<file path="src/hdl/gsff_pkg.sv">
// shared types, codes and header table of the gnss sentence framer filter
`timescale 1ns / 1ps

package gsff_pkg;

    localparam int BUFFER_BYTES_DEF = 1024;
    localparam int HDR_KEEP         = 9;
    localparam int TYPE_COUNT       = 12;
    localparam int QUEUE_DEPTH      = 2;

    localparam int MASK_W   = 12;
    localparam int TYPE_W   = 4;
    localparam int INDEX_W  = 10;
    localparam int LENGTH_W = 11;
    localparam int ADDR_W   = 3;

    localparam logic [ADDR_W-1:0] ADDR_TYPE_ENABLE_MASK = 3'd0;
    localparam logic [MASK_W-1:0] MASK_RESET            = 12'hfff;

    localparam logic [7:0] CH_CR     = 8'h0d;
    localparam logic [7:0] CH_LF     = 8'h0a;
    localparam logic [7:0] CH_DOLLAR = 8'h24;
    localparam logic [7:0] CH_HASH   = 8'h23;

    // byte class decided by the front end
    typedef logic [1:0] byte_class_t;
    localparam byte_class_t CLS_DATA  = 2'd0;
    localparam byte_class_t CLS_START = 2'd1;
    localparam byte_class_t CLS_LF    = 2'd2;

    typedef struct packed {
        byte_class_t cls;
        logic [7:0]  data;
    } queue_entry_t;

    // headers left-justified, first character in the top byte
    localparam logic [HDR_KEEP*8-1:0] HDR_TEXT [TYPE_COUNT] = '{
        {"$GPGGA", 24'h0}, {"$GNGGA", 24'h0}, {"$BDGGA", 24'h0},
        {"$GPVTG", 24'h0}, {"$GNVTG", 24'h0}, {"$BDVTG", 24'h0},
        {"$GPZDA", 24'h0}, {"$GNZDA", 24'h0}, {"$BDZDA", 24'h0},
        "#HEADINGA", "#BESTPOSA", {"#AGRICA", 16'h0}
    };

    localparam logic [3:0] HDR_LEN [TYPE_COUNT] = '{
        4'd6, 4'd6, 4'd6, 4'd6, 4'd6, 4'd6, 4'd6, 4'd6, 4'd6,
        4'd9, 4'd9, 4'd7
    };

endpackage

</file>
<file path="src/hdl/gsff_front.sv">
// front end: byte classification and the two-entry queue to the back end
`timescale 1ns / 1ps

module gsff_front (
    input  logic                  clk,
    input  logic                  rst_n,
    input  logic                  in_valid,
    output logic                  in_ready,
    input  logic [7:0]            rx_byte,
    output logic                  q_valid,
    output gsff_pkg::queue_entry_t q_entry,
    input  logic                  q_pop
);
    import gsff_pkg::*;

    localparam int PTR_W = (QUEUE_DEPTH > 1) ? $clog2(QUEUE_DEPTH) : 1;
    localparam int CNT_W = $clog2(QUEUE_DEPTH + 1);

    queue_entry_t     entry_reg [QUEUE_DEPTH];
    logic [PTR_W-1:0] wr_ptr_reg, wr_ptr_next;
    logic [PTR_W-1:0] rd_ptr_reg, rd_ptr_next;
    logic [CNT_W-1:0] count_reg, count_next;
    queue_entry_t     new_entry;
    logic             push;
    logic             pop;

    always_comb
    begin
        new_entry.data = rx_byte;
        if (rx_byte == CH_DOLLAR || rx_byte == CH_HASH)
        begin
            new_entry.cls = CLS_START;
        end
        else if (rx_byte == CH_LF)
        begin
            new_entry.cls = CLS_LF;
        end
        else
        begin
            new_entry.cls = CLS_DATA;
        end
    end

    assign in_ready = (count_reg != CNT_W'(QUEUE_DEPTH));
    assign q_valid  = (count_reg != '0);
    assign q_entry  = entry_reg[rd_ptr_reg];
    assign push     = in_valid && in_ready;
    assign pop      = q_pop && q_valid;

    always_comb
    begin
        wr_ptr_next = wr_ptr_reg;
        rd_ptr_next = rd_ptr_reg;
        count_next  = count_reg;
        if (push)
        begin
            wr_ptr_next = (wr_ptr_reg == PTR_W'(QUEUE_DEPTH - 1)) ? '0 : wr_ptr_reg + 1'b1;
        end
        if (pop)
        begin
            rd_ptr_next = (rd_ptr_reg == PTR_W'(QUEUE_DEPTH - 1)) ? '0 : rd_ptr_reg + 1'b1;
        end
        if (push && !pop)
        begin
            count_next = count_reg + 1'b1;
        end
        else if (pop && !push)
        begin
            count_next = count_reg - 1'b1;
        end
    end

    always_ff @(posedge clk or negedge rst_n)
    begin
        if (!rst_n)
        begin
            wr_ptr_reg <= '0;
            rd_ptr_reg <= '0;
            count_reg  <= '0;
        end
        else
        begin
            wr_ptr_reg <= wr_ptr_next;
            rd_ptr_reg <= rd_ptr_next;
            count_reg  <= count_next;
        end
    end

    always_ff @(posedge clk)
    begin
        if (push)
        begin
            entry_reg[wr_ptr_reg] <= new_entry;
        end
    end

endmodule

</file>
<file path="src/hdl/gsff_back.sv">
// back end: frame position tracking, header compare and result register
`timescale 1ns / 1ps

module gsff_back #(
    parameter int BUFFER_BYTES = gsff_pkg::BUFFER_BYTES_DEF
) (
    input  logic                          clk,
    input  logic                          rst_n,
    input  logic                          q_valid,
    input  gsff_pkg::queue_entry_t        q_entry,
    output logic                          q_pop,
    input  logic [gsff_pkg::MASK_W-1:0]   type_enable_mask,
    output logic                          out_valid,
    input  logic                          out_ready,
    output logic                          byte_stored,
    output logic [gsff_pkg::INDEX_W-1:0]  store_index,
    output logic                          frame_end,
    output logic                          frame_accepted,
    output logic [gsff_pkg::TYPE_W-1:0]   sentence_type,
    output logic [gsff_pkg::LENGTH_W-1:0] frame_length
);
    import gsff_pkg::*;

    localparam int POS_W = $clog2(BUFFER_BYTES + 1);
    localparam int EXT_W = POS_W + LENGTH_W;

    logic [POS_W-1:0] wp_reg, wp_next;
    logic [7:0]       hdr_reg [HDR_KEEP];
    logic [7:0]       hdr_next [HDR_KEEP];
    logic [7:0]       last_reg, last_next;

    logic                out_valid_reg;
    logic                stored_reg;
    logic [INDEX_W-1:0]  index_reg;
    logic                fend_reg;
    logic                acc_reg;
    logic [TYPE_W-1:0]   type_reg;
    logic [LENGTH_W-1:0] length_reg;

    logic [POS_W-1:0]    pos0;
    logic [POS_W-1:0]    spos;
    logic                store;
    logic                fend;
    logic [TYPE_COUNT-1:0] hit;
    logic                any_hit;
    logic [TYPE_W-1:0]   hit_type;
    logic                acc;
    logic [EXT_W-1:0]    idx_ext;
    logic [EXT_W-1:0]    len_ext;

    assign q_pop = q_valid && (!out_valid_reg || out_ready);

    // a full buffer wraps before the byte is handled
    assign pos0 = (wp_reg >= POS_W'(BUFFER_BYTES)) ? '0 : wp_reg;

    always_comb
    begin
        store = 1'b0;
        fend  = 1'b0;
        spos  = pos0;
        unique case (q_entry.cls)
            CLS_START:
            begin
                store = 1'b1;
                spos  = '0;
            end
            CLS_LF:
            begin
                // bare line feed or line feed at position zero is dropped
                if (pos0 != '0 && last_reg == CH_CR)
                begin
                    store = 1'b1;
                    fend  = 1'b1;
                end
            end
            CLS_DATA:
            begin
                store = 1'b1;
            end
            default:
            begin
                store = 1'b0;
            end
        endcase
    end

    assign wp_next   = store ? spos + 1'b1 : pos0;
    assign last_next = store ? q_entry.data : last_reg;

    always_comb
    begin
        for (int k = 0; k < HDR_KEEP; k++)
        begin
            hdr_next[k] = hdr_reg[k];
            if (store && spos == POS_W'(k))
            begin
                hdr_next[k] = q_entry.data;
            end
        end
    end

    // header compare on the bytes as they stand after this store
    always_comb
    begin
        for (int t = 0; t < TYPE_COUNT; t++)
        begin
            hit[t] = 1'b1;
            for (int k = 0; k < HDR_KEEP; k++)
            begin
                if (4'(k) < HDR_LEN[t] &&
                    hdr_next[k] != HDR_TEXT[t][HDR_KEEP*8-1-8*k -: 8])
                begin
                    hit[t] = 1'b0;
                end
            end
        end
    end

    // lowest matching type wins
    always_comb
    begin
        hit_type = '0;
        for (int t = TYPE_COUNT - 1; t >= 0; t--)
        begin
            if (hit[t])
            begin
                hit_type = TYPE_W'(t);
            end
        end
    end

    assign any_hit = |hit;
    assign acc     = fend && any_hit && type_enable_mask[hit_type];
    assign idx_ext = store ? EXT_W'(spos) : '0;
    assign len_ext = fend ? EXT_W'(wp_next) : '0;

    always_ff @(posedge clk or negedge rst_n)
    begin
        if (!rst_n)
        begin
            wp_reg        <= '0;
            last_reg      <= '0;
            out_valid_reg <= 1'b0;
            for (int k = 0; k < HDR_KEEP; k++)
            begin
                hdr_reg[k] <= '0;
            end
        end
        else
        begin
            if (q_pop)
            begin
                wp_reg   <= wp_next;
                last_reg <= last_next;
                for (int k = 0; k < HDR_KEEP; k++)
                begin
                    hdr_reg[k] <= hdr_next[k];
                end
                out_valid_reg <= 1'b1;
            end
            else if (out_ready)
            begin
                out_valid_reg <= 1'b0;
            end
        end
    end

    always_ff @(posedge clk)
    begin
        if (q_pop)
        begin
            stored_reg <= store;
            index_reg  <= idx_ext[INDEX_W-1:0];
            fend_reg   <= fend;
            acc_reg    <= acc;
            type_reg   <= acc ? hit_type : '0;
            length_reg <= len_ext[LENGTH_W-1:0];
        end
    end

    assign out_valid      = out_valid_reg;
    assign byte_stored    = stored_reg;
    assign store_index    = index_reg;
    assign frame_end      = fend_reg;
    assign frame_accepted = acc_reg;
    assign sentence_type  = type_reg;
    assign frame_length   = length_reg;

endmodule

</file>
<file path="src/hdl/gnss_sentence_framer_filter.sv">
// top level of the gnss sentence framer filter
//
//  channel   direction  handshake           payload
//  rx        in         in_valid/in_ready   rx_byte
//  result    out        out_valid/out_ready byte_stored, store_index, frame_end,
//                                           frame_accepted, sentence_type, frame_length
//  config    in         apb (psel/penable)  type_enable_mask at byte address 0
//
// one transaction per cycle sustained in both directions while out_ready stays high
// a byte passes through the front queue and then the result register
// the back end decides a byte combinationally, header compare included
// a stalled result keeps the back end waiting while the two-entry queue fills
// asynchronous active-low reset clears positions, header copies and the mask to all ones
`timescale 1ns / 1ps

module gnss_sentence_framer_filter #(
    parameter int BUFFER_BYTES = gsff_pkg::BUFFER_BYTES_DEF
) (
    input  logic                          clk,
    input  logic                          rst_n,
    // apb configuration
    input  logic                          psel,
    input  logic                          penable,
    input  logic                          pwrite,
    input  logic [gsff_pkg::ADDR_W-1:0]   paddr,
    input  logic [31:0]                   pwdata,
    output logic [31:0]                   prdata,
    output logic                          pready,
    // received bytes
    input  logic                          in_valid,
    output logic                          in_ready,
    input  logic [7:0]                    rx_byte,
    // results
    output logic                          out_valid,
    input  logic                          out_ready,
    output logic                          byte_stored,
    output logic [gsff_pkg::INDEX_W-1:0]  store_index,
    output logic                          frame_end,
    output logic                          frame_accepted,
    output logic [gsff_pkg::TYPE_W-1:0]   sentence_type,
    output logic [gsff_pkg::LENGTH_W-1:0] frame_length
);
    import gsff_pkg::*;

    logic [MASK_W-1:0] mask_reg;
    logic              cfg_write;
    logic              q_valid;
    logic              q_pop;
    queue_entry_t      q_entry;

    // register write on the access phase, no wait states
    assign pready    = 1'b1;
    assign cfg_write = psel && penable && pwrite && pready;
    assign prdata    = (paddr == ADDR_TYPE_ENABLE_MASK) ? 32'(mask_reg) : '0;

    always_ff @(posedge clk or negedge rst_n)
    begin
        if (!rst_n)
        begin
            mask_reg <= MASK_RESET;
        end
        else if (cfg_write && paddr == ADDR_TYPE_ENABLE_MASK)
        begin
            mask_reg <= pwdata[MASK_W-1:0];
        end
    end

    // front end classifies bytes and buffers them
    gsff_front u_front (
        .clk      (clk),
        .rst_n    (rst_n),
        .in_valid (in_valid),
        .in_ready (in_ready),
        .rx_byte  (rx_byte),
        .q_valid  (q_valid),
        .q_entry  (q_entry),
        .q_pop    (q_pop)
    );

    // back end tracks the frame and produces one result per byte
    gsff_back #(
        .BUFFER_BYTES (BUFFER_BYTES)
    ) u_back (
        .clk              (clk),
        .rst_n            (rst_n),
        .q_valid          (q_valid),
        .q_entry          (q_entry),
        .q_pop            (q_pop),
        .type_enable_mask (mask_reg),
        .out_valid        (out_valid),
        .out_ready        (out_ready),
        .byte_stored      (byte_stored),
        .store_index      (store_index),
        .frame_end        (frame_end),
        .frame_accepted   (frame_accepted),
        .sentence_type    (sentence_type),
        .frame_length     (frame_length)
    );

endmodule

</file>
<file path="config.mk">
export PLATFORM = sky130hd
export DESIGN_NAME = gnss_sentence_framer_filter
export DESIGN_NICKNAME = d
export VERILOG_FILES = /design/src/hdl/gsff_pkg.sv /design/src/hdl/gsff_front.sv /design/src/hdl/gsff_back.sv /design/src/hdl/gnss_sentence_framer_filter.sv
export SDC_FILE = /design/constraint.sdc
export NUM_CORES = 1
export LEC_CHECK = 0
export BUFFER_PORTS_ARGS = -buffer_cell sky130_fd_sc_hd__clkbuf_2
export CORE_MARGIN = 2
export CORE_UTILIZATION = 55
export DETAILED_ROUTE_END_ITERATION = 7
export PLACE_DENSITY = 0.86
export SLEW_MARGIN = 0
export SYNTH_ARGS = -nofsm -noshare
export SYNTH_HDL_FRONTEND = slang
export SYNTH_SLANG_ARGS = --single-unit
</file>
<file path="constraint.sdc">
create_clock -name clk -period 10.14 [get_ports clk]
set_clock_uncertainty 0.05 [all_clocks]
set_input_delay 2.028 -clock clk [delete_from_list [all_inputs] [get_ports clk]]
set_output_delay 2.028 -clock clk [all_outputs]
set_load 0.005 [all_outputs]
</file>
==> flow_summary.ini <==
[pwr]
power_mw = 2.60
vdd_drop_max_v = 0.000147
switchingPower_mw = 0.989
leakagePower_nw = 3.85
p_int_mw = 1.61
p_seq_share_pct = 40.4
sw_frac_of_total_pct = 38.1
pwr-share-comb_pct = 34.8
p_clk_share_pct = 24.8
power_density_nw_per_um2 = 277

[grt]
grt_pass1_vias = 6485
antenna_found_initial = 0
met1_usage_pct = 32.5
grtUsageMet3_pct = 5.70
grt_busiest_layer = met2
use_met2_pct = 42.3
grt_pass1_wl_um = 32500
grt_usage_pct = 25.7
grt_overflow = 0
grt_max_degree = 63

[finish]
stdcell_count = 1109
design.final.nets = 963
n_antenna_cell = 0
area.growth.synth_to_final_pct = 12.0
largest_reg_flops = 72
drive_gt1_share_pct = 19.2
stdcell_area_um2 = 9380
utilization_pct = 62.4

[place]
io_buffer_count = 71
dp_hpwl_um = 14000
gpl.final_weighted_congestion = 0.989
place_inst = 1076
dpl_cell_area_um2 = 8780
place_ws_ns = 4.60

[worst_setup_path]
cp_top_family = simple AND/OR/NAND/NOR gates
critPathSlowestCell = nor4_1
cp-start-kind = flip-flop
path_common_cell = nand2_1
path_cells = buf_4 > and3b_1 > nor2_1 > nand2_1 > inv_1 > ha_1 > a21boi_2 > a21oi_1 > nor3_1 > nand2_1 > nor4_1 > a2111o_2 > nor3b_1 > a311oi_1 > a221oi_1
worst_ep_arrival_time_ns = 5.64
slowest_delay_ns = 0.59
end_kind = flip-flop
cp.required_ns = 10.24
critPathKind = reg -> reg
cp_max_fo = 25
cp_num_buf_inv = 2

[synthesis]
yosys-top-cells-area = dfrtp_1 (29%), edfxtp_1 (17%), o21ai_0 (4.8%), nand2_1 (4.6%), dfstp_2 (3.8%)
synthCells = 852
ys_dominant_reg_cell = dfrtp_1
synth_seq_cells = 156
syn_area_um2 = 8370
synth_edf_count = 48
post-synth-top-area-fraction_pct = 28.7
syn_area_per_cell_um2 = 9.83
async_flop_share_pct = 69.2
yosysTopAreaCell = dfrtp_1
ys_types = 83
yosysMostFrequentCell = nand2_1
yosys-top-cells-count = nand2_1 (103), dfrtp_1 (96), o21ai_0 (81)
yosysSeqAreaShare_pct = 49.7
ys_warn_count = 0

[outcome]
status = complete, no violations

[cts]
root_buffer = clkbuf_16
postCtsSetupRepairBufs = 0
h-tree-depth = 4
cts_buffers = 17
cts.sinks = 156
ctsResizeCount = 0
clock_latency_ns = 0.44
hold_buffers = 0
clk_pin_slew_ns = 0.06
cts_tree = yes
clock_path_buffers = 2

[route]
via_per_inst = 6.25
final_antenna_net_count = 0
avgRoutedWirePerCell_um = 18.2
vias = 6928
drt_iter0_drc = 913
drt_wl_total_um = 20200
drc = 0
first_pass_iters = 8

[sta]
worstMarginPinSlew_ns = 1.14
whs_ns = 0.426
drv_slew = 0
slew_headroom_pct = 23.8
final.period_utilization_pct = 54.6
fin_crit_ns = 5.54
fmax_ghz = 0.180
fin_ws_ns = 4.60
rsz0062_at_grt = false
fin_tns_setup_ns = 0
finalSetupViolations = 0
finalHoldViolations = 0

[floorplanning]
core_um2 = 15000
die_area_um2 = 16200
dieWidth_um = 127
num_rows = 45
io_pins = 113
start_util_pct = 55.7
fp.dieH_um = 127

[min_path]
hold_path.class = reg -> reg

[run]
max_cap_violations = 0
[final cells by class]
type | instances | area, um2
multi-input combinational | 636 | 3890
clock buffer | 18 | 429
inverter | 13 | 48.8
timing repair buffer | 84 | 453
fill | 1160 | 5660
tap | 188 | 235
clock inverter | 14 | 166
sequential | 156 | 4160
[per-layer routing]
| layer | vias to the layer above | part of all wire, % |
|---|---|---|
| met1 | 3314 | 40 |
| li1 | 3188 | - |
| met3 | 69 | 8.0 |
| met5 | - | 0 |
| met4 | 0 | 3.3 |
| met2 | 357 | 48 |
[power by group through the flow]
| stage | Sequential, mW | Combinational, mW | Clock (mW) |
|---|---|---|---|
| CTS | 1.05 | 0.892 | 0.652 |
| global placement | 1.04 | 0.862 | 0 |
| global route | 1.08 | 0.995 | 0.676 |
| detailed placement | 1.05 | 0.888 | 0 |
| floorplan | 1.02 | 0.638 | 0 |
| finish | 1.05 | 0.905 | 0.645 |
[worst register-to-register path: stages, from the launching register on]
cell	delay, ns
dfrtp_1	0.36
buf_4	0.24
and3b_1	0.25
nor2_1	0.57
nand2_1	0.26
inv_1	0.17
ha_1	0.42
a21boi_2	0.52
a21oi_1	0.19
nor3_1	0.51
nand2_1	0.17
nor4_1	0.59
a2111o_2	0.26
nor3b_1	0.07
a311oi_1	0.48
a221oi_1	0.16
[final timing paths]
check / from / endpoint / slack (ns) / cells past startpoint
max: u_front.rd_ptr_reg$_DFFE_PN0P_ / u_back.sentence_type[0]$_SDFFCE_PN0P_ / 4.60 / 15
min: u_back.hdr_reg[38]$_DFFE_PN0P_ / u_back.hdr_reg[38]$_DFFE_PN0P_ / 0.43 / 2
max reg2reg: u_front.rd_ptr_reg$_DFFE_PN0P_ / u_back.sentence_type[0]$_SDFFCE_PN0P_ / 4.60 / 15
min reg2reg: u_back.hdr_reg[38]$_DFFE_PN0P_ / u_back.hdr_reg[38]$_DFFE_PN0P_ / 0.43 / 2
max in group asynchronous: rst_n / u_back.hdr_reg[1]$_DFFE_PN0P_ / 7.29 / 2
min in group asynchronous: rst_n / u_back.wp_reg[0]$_DFFE_PN0P_ / 1.57 / 1
[layout by cell type, fill, tap and decap left out, types with 18 or more instances in the layout]
master / n
mux2_2: 24
mux2i_1: 24
nand2_1: 103
nand3_1: 18
dfrtp_1: 96
o21ai_0: 81
nor2_1: 77
edfxtp_1: 48
nor3_1: 20
clkbuf_2: 70
a21oi_1: 54
conb_1: 21
[logic make-up after synthesis]
family,share of synthesized area (%)
simple gates,22.4
other cells,0.0897
fa+ha+maj,0.747
compound gates,14.8
buf+inv,4.83
xor+xnor,0.941
flops,49.7
mux,6.48
(Power assumes the default switching activity.)
